===== src/sv/imfc_sub_unit.sv =====
// shared subtract and compare unit used by the sequencer
`timescale 1ns / 1ps

module imfc_sub_unit #(
    parameter int WIDTH = 16
) (
    input  logic [WIDTH-1:0] a,
    input  logic [WIDTH-1:0] b,
    output logic [WIDTH-1:0] diff,
    output logic             borrow
);

    logic [WIDTH:0] full;

    // borrow set means a is below b
    assign full   = {1'b0, a} - {1'b0, b};
    assign diff   = full[WIDTH-1:0];
    assign borrow = full[WIDTH];

endmodule


===== config.mk =====
export PLATFORM = sky130hd
export DESIGN_NAME = imfc_sub_unit
export DESIGN_NICKNAME = d
export VERILOG_FILES = /design/src/sv/imfc_sub_unit.sv
export SDC_FILE = /design/constraint.sdc
export NUM_CORES = 1
export LEC_CHECK = 0
export BUFFER_PORTS_ARGS = -buffer_cell sky130_fd_sc_hd__buf_2
export CORE_MARGIN = 4
export CORE_UTILIZATION = 48
export DETAILED_ROUTE_END_ITERATION = 8
export MAX_ROUTING_LAYER = met4
export PLACE_DENSITY = 0.94
export SLEW_MARGIN = 20
export SYNTH_ARGS = -nofsm -noshare
export SYNTH_HDL_FRONTEND = slang
export SYNTH_SLANG_ARGS = --single-unit

===== constraint.sdc =====
create_clock -name vclk -period 3.5
set_clock_uncertainty 0.15 [all_clocks]
set_input_delay 0.875 -clock vclk [all_inputs]
set_output_delay 0.875 -clock vclk [all_outputs]
set_load 0.02 [all_outputs]

==> results.md <==
- Status: finished with violations
- Failing checks: setup timing
- Synth Area in Adders: 0.240
- Leak pwr: 0.767 nW
- Worst Max-Slew Pin Slew: 390 ps
- Synth top cells by count: 21 x inv_1, 16 x ha_1, 14 x a21oi_1
- Unrepaired setup endpoints after global routing: true
- Drt initial violations: 47
- FF+latch area: 0 um2
- Min Tclk post-route: 3690 ps
- Antenna Cells: 0
- Die Ht: 51.7 um
- Seq/Total Area, Yosys: 0
- Final ANT Viol Nets: 0
- Synth Area in XOR/XNOR: 0.105
- Crit. End Element: output pin
- Setup Buffers After CTS: 0
- Synth Net Count: 181
- Number of global-route vias before repair: 1,220
- Simple-gate share of the synthesized area: 0.251
- Worst Setup Start Kind: primary input
- Total Power: 0.346 mW
- # nets final: 244
- Fmax: 271 MHz
- Initial core utilization: 0.520
- DP Worst Slack: -271 ps
- CTS Hold Bufs: 0
- Hold Path Class: in2out
- Vias: 1,264
- Final worst slack: -193 ps
- Residual DRC: 0
- Gr usage total: 0.237
- FP Rows: 15
- GRT met3 Usage: 0.00287
- Total core area: 1760 um2
- Final Hold Fails: 0
- IO Pins: 49
- Filler cells: 113
- Post-synth top area share: 0.218
- Global-route wire length before repair: 4990 um
- Count of cell types in the netlist: 37
- Clkbuf count: 0
- IO buf count: 49
- Initial DRT Pass Iterations: 4
- Die ar.: 2670 um2
- Grt met1 use: 0.262
- Largest net degree at the start of global routing: 8
- Layout cells sized above 1: 0.456
- Mapped Cells: 132
- Worst hold slack: 1970 ps
- Worst EP required: 2470 ps
- Final-report max-slew violation count: 0
- Worst Setup Path Type: in2out
- CP Max Fanout: 4
- Average wire per standard cell: 15.1 um
- Synth area leaders: ha_1 22%, inv_1 8.6%, xnor2_1 8.6%
- Die width: 51.7 um
- Syn_area_per_cell: 6.95 um2
- Final wirelength: 3280 um
- Vias per cell: 5.80
- Top-count cell post-synth: inv_1
- Max-Slew Margin vs Limit: 0.737
- Tcrit/Tclk final: 1.06
- WP data arrival: 2670 ps
- VDD IR max: 150 uV
- Mapped cell area: 917 um2
- DP Wirelength: 2490 um
- Synth area leader: ha_1
- Main combinational cell family by area after synthesis: compound AO/OA/AOI/OAI gates
- GPL Wtd Cong: 0.865
- Initial antenna violation count: 0
- Mux contribution to synthesized area: 0.0109
- GR Overflow Total: 0
- M2 GR Usage: 0.462
- GRT busiest layer: met2
- Setup Viol. Count Final: 5
- Post-synthesis compound-gate area fraction: 0.295
- Max cap viols: 0
- Synthesis-to-finish area growth: 59.2%
- Pwr dens: 237 nW/um2
- Seq cells: 0
- Synth warnings: 0
worst max-delay path: stages:
cell	delay (ps)
buf_8	100
inv_4	60
ha_4	130
fa_2	230
nor2b_4	50
o2111a_2	310
o311ai_4	300
a21oi_1	100
or3b_4	380
buf_6	140
kinds of logic (layout without fill, tap and decap cells):
kind of cell,after synthesis,after routing
fa+ha+maj,17,17
mux,1,1
buf+inv,24,85
xor+xnor,11,11
simple gates,41,41
compound gates,38,38
stage by stage:
step / setup TNS [ps] / cell area [um2] / cells / utilization
final: -646 / 1460 / 218 / 0.828
after global routing: -1020 / 1460 / 218 / 0.828
after CTS: -462 / 1380 / 218 / 0.782
after detailed placement: -1250 / 1310 / 218 / 0.743
after global placement: -583 / 1310 / 218 / 0.743
after floorplan: 0 / 933 / 132 / -
what timing repair did:
| item | CTS | global route |
|---|---|---|
| pin swaps | 9 | 11 |
| resized for setup | 16 | 22 |
| setup endpoints to repair | 9 | 10 |
cell usage in the layout (no fill, tap or decap), types with 4 or more instances in the layout:
cell	count
xnor2_1	9
a21oi_1	10
nand2_1	6
o21ai_0	4
buf_4	20
a21o_1	4
a21oi_2	4
nor2_1	8
buf_6	6
nor2b_1	4
ha_1	10
nand2b_1	5
inv_1	19
buf_2	37
routing by layer:
layer / routed length [um] / part of all wire / vias up
li1: - / - / 593
met1: 1250 / 0.38 / 590
met2: 1750 / 0.53 / 71
met3: 188 / 0.057 / 10
met4: 93 / 0.028 / 0
met5: 0 / 0 / -
power breakdown:
group | leakage (nW) | internal (mW) | switching (mW) | total, mW
registers | 0 | 0 | 0 | 0
logic | 0.767 | 0.160 | 0.186 | 0.346
clock network | 0 | 0 | 0 | 0
total | 0.767 | 0.160 | 0.186 | 0.346
final cells by class:
class	instances	area, um2	area share
Tap cell	25	31.3	0.0214
Inverter	21	83.8	0.0574
Timing Repair Buffer	64	418	0.286
Multi-Input combinational cell	108	927	0.635
worst paths after layout:
check | start | cells past startpoint | end | slack (ps)
min | b[0] | 4 | diff[0] | 1970
max | a[0] | 10 | diff[14] | -190
Power figures use the tool's default switching activity.
