`src/sv/imfc_ram.sv`:
```
// generic single write port ram with registered read
`timescale 1ns / 1ps

module imfc_ram #(
    parameter int WIDTH = 8,
    parameter int DEPTH = 16
) (
    input  logic                     clk,
    input  logic                     we,
    input  logic [$clog2(DEPTH)-1:0] waddr,
    input  logic [WIDTH-1:0]         wdata,
    input  logic                     re,
    input  logic [$clog2(DEPTH)-1:0] raddr,
    output logic [WIDTH-1:0]         rdata
);

    logic [WIDTH-1:0] mem [DEPTH];

    // write port
    always_ff @(posedge clk)
    begin
        if (we)
        begin
            mem[waddr] <= wdata;
        end
    end

    // registered read port
    always_ff @(posedge clk)
    begin
        if (re)
        begin
            rdata <= mem[raddr];
        end
    end

endmodule

```
`config.mk`:
```
export PLATFORM = sky130hd
export DESIGN_NAME = imfc_ram
export DESIGN_NICKNAME = d
export VERILOG_FILES = /design/src/sv/imfc_ram.sv
export SDC_FILE = /design/constraint.sdc
export NUM_CORES = 1
export LEC_CHECK = 0
export BUFFER_PORTS_ARGS = -buffer_cell sky130_fd_sc_hd__buf_2
export CELL_PAD_IN_SITES_DETAIL_PLACEMENT = 0
export CELL_PAD_IN_SITES_GLOBAL_PLACEMENT = 2
export CORE_MARGIN = 2
export CORE_UTILIZATION = 40
export CTS_BUF_LIST = sky130_fd_sc_hd__clkbuf_4
export DETAILED_ROUTE_END_ITERATION = 8
export PLACE_DENSITY = 0.66
export SYNTH_ARGS = -nofsm -noshare
export SYNTH_HDL_FRONTEND = slang
export SYNTH_SLANG_ARGS = --single-unit
```
`constraint.sdc`:
```
create_clock -name clk -period 2.3 [get_ports clk]
set_input_delay 0 -clock clk [delete_from_list [all_inputs] [get_ports clk]]
set_output_delay 0 -clock clk [all_outputs]
set_load 0.01 [all_outputs]
```
==> results of run 1 <==
==> layout make-up <==
cell class / instances / area, µm²
Antenna cell: 1 / 2.502
Tap cell: 172 / 215.2
Sequential cell: 136 / 4084
Clock inverter: 15 / 200.2
Fill cell: 1074 / 6599
Multi-Input combinational cell: 83 / 1057
Timing Repair Buffer: 55 / 385.4
Clock buffer: 17 / 127.6
==> worst max-delay path by stage <==
stage          slack (ns)   endpoint
5_1_grt              0.66   rdata[5]
3_3_place_gp         0.57  mem[3][3]
2_1_floorplan        0.81  mem[0][0]
3_5_place_dp         0.57  mem[3][0]
4_1_cts              0.75   rdata[6]
6_report             0.78   rdata[4]
==> metrics by stage <==
step | utilization | instance area, µm² | hold WS (ns) | worst slack [ns] | total power, µW
3_5_place_dp | 0.4452 | 5642 | 0.3893 | 0.5713 | 3123
6_report | 0.4792 | 6072 | 0.04444 | 0.7752 | 4804
3_3_place_gp | 0.4452 | 5642 | 0.3863 | 0.5674 | 3119
2_1_floorplan | - | 5228 | 0.09887 | 0.8071 | 3002
4_1_cts | 0.4790 | 6070 | 0.002090 | 0.7471 | 4854
5_1_grt | 0.4792 | 6072 | 0.0009614 | 0.6622 | 4989
==> registers in the layout, indices dropped and copies added, names as in the netlist <==
| name | cells |
|---|---|
| mem | 128 |
| rdata | 8 |
==> power by group through the flow <==
stage	combinational [µW]	clock [µW]	sequential, µW
6_report	270	1730	2800
5_1_grt	296	1890	2810
4_1_cts	276	1780	2800
3_5_place_dp	263	0	2860
3_3_place_gp	261	0	2860
2_1_floorplan	141	0	2860
==> placed cells by master, fill, tap and decap left out <==
cell type      Yosys  layout
or3b_2             1       1
clkinvlp_4         0       3
nor2_1            13      13
edfxtp_1         136     136
nand2_1            9       9
and2b_1            1       1
mux4_2            18      18
nand2b_1           2       2
clkinv_1           0       1
buf_2              3      26
buf_4              1      18
clkbuf_4           0      17
dlygate4sd3_1      0      10
nor2b_1            1       1
nand3b_1           2       2
mux4_1            14      14
nor3_1             4       4
clkinv_2           0       2
nand3_1            1       1
a22oi_1           16      16
bufinv_16          0       4
and2_1             1       1
buf_12             0       1
inv_6              0       3
clkinv_4           0       2
diode_2            0       1
==> layer usage <==
| layer | global-route usage | up-vias | routed length (µm) |
|---|---|---|---|
| li1 | - | 1116 | - |
| met1 | 0.2237 | 1340 | 4926 |
| met2 | 0.2583 | 64 | 5257 |
| met3 | 0.04295 | 8 | 353 |
| met4 | 0.04970 | 0 | 99 |
| met5 | 0 | - | 0 |
==> logic make-up after synthesis <==
logic type	share of synthesized area
muxes	0.1479
AOI/OAI and AO/OA	0.02298
and+or+nand+nor	0.03136
DFF	0.7812
buffers and inverters	0.01651
==> worst min-delay path, stage by stage <==
cell    delay (ns)
buf_2         0.14
nor3_1        0.07
buf_4         0.18
==> impl_metrics.toml, run 1 <==
[grt]
overflow = 0
grt_use_total = 0.1635
grt_start_max_net_pins = 33
antenna_found_initial = 1
grt_pass1_vias = 2563
grt_first_pass_wirelength_um = 16250

[floorplanning]
design.core.area_um2 = 12670
die_y_um = 118.3
chipWidth_um = 118.3
initial_core_util = 0.4126
num_rows = 41
design.die.area_um2 = 14000
design.portCount = 27

[setup_path]
critPathBufInv = 0
critical_path.slowest_cell = "mux4_2"
arrival_time_of_the_worst_setup_path_ns = 1.80
endpoint_of_the_worst_register_to_register_path = "rdata[4]"
worst_ep_required_time_ns = 2.57
cpLargestDelayFamily = "multiplexers"
reg2reg_from = "mem[3][4]"
crit_path_start = "mem[3][4]"
timing_worst_setup_path_type = "reg2reg"
timing.critical_path.from_type = "flip-flop"
timing.critical_path.cells = "mux4_2 > a22oi_1 > nand2_1"
critical_path_cell_count = 3
worst-r2r-cell-count = 3
path_max_fanout = 1
rrSetupSlack_ns = 0.78
critPathMaxStageDelay_ns = 0.47
worst_setup_path_end_kind = "flip-flop"

[clocking]
total_setup_buffers_inserted_after_cts = 0
clk_pin_slew_ns = 0.12
clockBufferDepth = 2
tritoncts = "done"
clkLatencyLatePin_ns = 0.51
cts-resized-gates = 0
cts_hold_buffers = 10
cts-buffers-inserted = 17
htreeDepth = 4
ctsRootBufferMaster = "clkbuf_4"
cts.sink_count = 136

[run_status]
outcome = "finished clean"

[detailed_routing]
drt-pass1-iter-count = 5
remaining_drc_errors = 0
initialDrtViolationCount = 185
wire_per_inst_um = 22.21
wirelength_um = 10640
route.vias.total = 2528
route.detailed.vias_per_inst = 5.278
antenna_left = 0

[place]
detailedPlacementHpwl_um = 6774
place.detailed.instances = 436
routabilityCongestion = 0.7291
portBuffers = 26

[sta]
fin_setup_tns_ns = 0
timing.clock.skew_ns = 0.01777
setup_viol = 0
max_freq_mhz = 655.8
min_period_ns = 1.525
hold_violations = 0
relSlewSlack = 0.4500
period_share = 0.6629
timing.final.max_slew_violations = 0
grt_setup_unrepaired = "no"
worst_pin_slew_ns = 0.8219

[synthesis]
synth_async_sr_flop_share = 0
synth_area_leaders = "edfxtp_1, mux4_2, mux4_1, a22oi_1, nor2_1"
yosys_warnings = 0
post_synthesis_net_count = 248
synth_area_leader_cell = "edfxtp_1"
synth-main-ff-cell = "edfxtp_1"
synth_area_per_cell_um2 = 22.83
synth.cell_area_um2 = 5228
post_synth_num_cell_types = 18
syn_inst = 229
synth.yosys.seq_area_share = 0.7812
synth_top_area_frac = 0.7812
post_synth_most_frequent_cells = "edfxtp_1, mux4_2, a22oi_1, mux4_1, nor2_1"
synth-edff-count = 136
synth_most_common_cell = "edfxtp_1"
ys_ff_latch = 136

[pwr]
netSwitchingPower_uw = 1031
power_per_cell_area_nw_per_um2 = 791.2
power_report.internal_total_uw = 3773
leakage_uw = 0.002023
clock_power_share = 0.361
power_frac_comb = 0.056
power.share.sequential = 0.583
power.ir.vdd_worst_mv = 0.3317
swShare = 0.2146

[hold_path]
hold_end = "mem[0][7]"
whs_path_depth = 3
min-delay-path-class = "in2reg"
hold_path.startpoint = "waddr[1]"

[run]
max_cap_violations = 0

[cells_and_area]
area_growth_syn_to_layout_pct = 16.16
num-nets-final = 312
final_layout_size_suffix_gt1_frac = 0.3105
fin_cells = 479
(Power assumes the default switching activity.)
==> run 2, diff against run 1 <==
- ABC_AREA: not set -> 1
- PLACE_DENSITY: 0.66 -> 0.77
- clock period: 2.3 -> 1.5 ns (I/O delays scaled with it)
==> run 2 against run 1 <==
Sequential share of layout area is 5.3 points lower. Die area is 11% higher. First-iteration DRC count is 60% higher. Worst hold slack better by 0.061 ns. Flip-flop and latch count stayed put.
==> impl_metrics.toml, run 2 <==
[run_status]
outcome = "finished clean"

[synthesis]
synth_area_per_cell_um2 = 10.61
synth.cell_area_um2 = 5847
synth-xor-area-share = 0
post_synth_num_cell_types = 11
syn_inst = 551
ys_ff_latch = 136
synth-compound-area-share = 0
synth_area_leaders = "edfxtp_1, nand2_1, nand3_1, inv_1, buf_6"
synth-edff-count = 136
synth_most_common_cell = "nand2_1"
yosys_warnings = 0
synth_top_area_frac = 0.6985
post_synthesis_net_count = 570
synth_area_leader_cell = "edfxtp_1"
synth-main-ff-cell = "edfxtp_1"
main_combinational_cell_family_by_area_after_synthesis = "simple AND/OR/NAND/NOR gates"
post_synth_most_frequent_cells = "nand2_1, edfxtp_1, inv_1, nand3_1, nor2_1"
synth-simple-area-share = 0.2076
synthAdderAreaFrac = 0
synth_async_sr_flop_share = 0
yosys-mux-area-fraction = 0
synth.yosys.seq_area_share = 0.6985

[floorplanning]
design.core.area_um2 = 14420
design.portCount = 27
chipWidth_um = 124.9
design.die.area_um2 = 15600
num_rows = 44
initial_core_util = 0.4054
die_y_um = 124.9

[setup_path]
reg2reg_from = "mem[5][6]"
critical_path_cell_count = 6
critPathBufInv = 1
rrSetupSlack_ns = 0.32
timing.critical_path.cells = "inv_1 > nand2_1 > nand3_1 > nand3_1 > nand3_1 > nand2_1"
timing_worst_setup_path_type = "reg2reg"
arrival_time_of_the_worst_setup_path_ns = 1.46
critical_path.slowest_cell = "edfxtp_1"
cpLargestDelayFamily = "simple AND/OR/NAND/NOR gates"
timing.critical_path.mode_cell = "nand3_1"
crit_path_start = "mem[5][6]"
worst-r2r-cell-count = 6
endpoint_of_the_worst_register_to_register_path = "rdata[6]"
worst_setup_path_end_kind = "flip-flop"
crit_end = "rdata[6]"
path_max_fanout = 1
timing.critical_path.from_type = "flip-flop"
worst_ep_required_time_ns = 1.78
critPathMaxStageDelay_ns = 0.38

[cells_and_area]
top_register = "mem"
num-nets-final = 625
final_layout_size_suffix_gt1_frac = 0.1264
final_cell_area_um2 = 6586
area_growth_syn_to_layout_pct = 12.65
fin_cells = 801
layout.cells.most_common_list = "nand2_1, edfxtp_1, inv_1"
antenna-diode-count = 0
layout.cells.most_common = "nand2_1"
layout_top_registers = "mem x128, rdata x8"
layout.core_utilization = 0.4566
largest_register_ffs = 128

[sta]
period_share = 0.7871
worst_pin_slew_ns = 0.6841
grt_setup_unrepaired = "no"
timing.final.max_slew_violations = 0
relSlewSlack = 0.5433
min_period_ns = 1.181
max_freq_mhz = 847.0
timing.clock.skew_ns = 0.01064
hold_violations = 0
fin_setup_tns_ns = 0
setup_viol = 0

[grt]
grt_use_total = 0.1879
grt_pass1_vias = 3598
grt_start_max_net_pins = 37
grt_first_pass_wirelength_um = 21470
overflow = 0
antenna_found_initial = 0

[detailed_routing]
drt-pass1-iter-count = 4
route.detailed.vias_per_inst = 4.690
route.vias.total = 3757
wire_per_inst_um = 17.36
antenna_left = 0
initialDrtViolationCount = 296
wirelength_um = 13910
remaining_drc_errors = 0

[clocking]
total_setup_buffers_inserted_after_cts = 0
cts-resized-gates = 0
clockBufferDepth = 2
cts-buffers-inserted = 17
clk_pin_slew_ns = 0.10
htreeDepth = 4
cts.sink_count = 136
clkLatencyLatePin_ns = 0.53
ctsRootBufferMaster = "clkbuf_4"
tritoncts = "done"
cts_hold_buffers = 10

[place]
detailedPlacementHpwl_um = 8640
place.detailed.instances = 761
portBuffers = 26
standard_cell_area_after_detailed_placement_um2 = 6259
routabilityCongestion = 0.7772

[run]
max_cap_violations = 0

[pwr]
leakage_uw = 0.002844
power.ir.vdd_worst_mv = 0.5360
power_per_cell_area_nw_per_um2 = 1055

[hold_path]
min-delay-path-class = "in2reg"
-- run 2: cell count changes after synthesis, sizes merged, moves of 2 or more --
cell           before  now
inv                 0  102
mux4               32    0
nand2b              2    0
nor2               13   17
nand2               9  173
clkdlybuf4s25       3    0
buf                 7   24
a22oi              16    0
nor3                4    0
nand3               1   97
-- run 2: worst min-delay path by stage --
stage / from / end / slack (ns) / depth (start not counted)
6_report: raddr[2] / rdata[4] / 0.11 / 5
5_1_grt: we / mem[3][6] / 0.09 / 4
4_1_cts: we / mem[3][6] / 0.06 / 4
3_5_place_dp: re / rdata[2] / 0.38 / 1
3_3_place_gp: re / rdata[2] / 0.37 / 1
2_1_floorplan: wdata[0] / mem[0][0] / 0.1 / 0
-- run 2: cell families (layout without fill, tap and decap cells) --
logic type | count (synthesis) | count (layout)
buf+inv | 126 | 192
flops | 136 | 136
simple gates | 289 | 289
-- run 2: stage by stage --
step / setup slack, ns / hold slack [ns] / total power [µW]
after floorplan: 0.5492 / 0.09887 / 4689
after global placement: 0.1164 / 0.3724 / 4935
after detailed placement: 0.1344 / 0.3761 / 4940
after CTS: 0.3012 / 0.05577 / 7024
after global routing: 0.2278 / 0.09013 / 7234
final: 0.3194 / 0.1054 / 6948
-- run 2: final cells by class --
cell class | count | area (µm²)
multi-input cells | 289 | 1214
fillers | 1402 | 7838
clock buffers | 23 | 172.7
inverters | 102 | 382.9
flip-flops and latches | 136 | 4084
well taps | 184 | 230.2
clock inverters | 7 | 55.05
repair buffers | 60 | 447.9
-- run 2: worst register-to-register path, stage by stage (launching register included) --
cell      delay [ns]
edfxtp_1        0.38
inv_1           0.07
nand2_1         0.04
nand3_1         0.09
nand3_1         0.12
nand3_1         0.16
nand2_1         0.08
-- run 2: power by group --
group          internal (µW)  leakage [µW]  switching (µW)
sequential              4270       0.00124            23.7
combinational            177       0.00147             387
clock                    889      0.000134            1200
total                   5340       0.00284            1610
-- run 2: layer usage --
metal | vias up | share of wire | track usage
met3 | 18 | 0.041 | 0.04124
met2 | 83 | 0.45 | 0.2790
met5 | - | 0 | 0
met4 | 0 | 0.018 | 0.07712
met1 | 1764 | 0.49 | 0.2699
li1 | 1892 | - | -
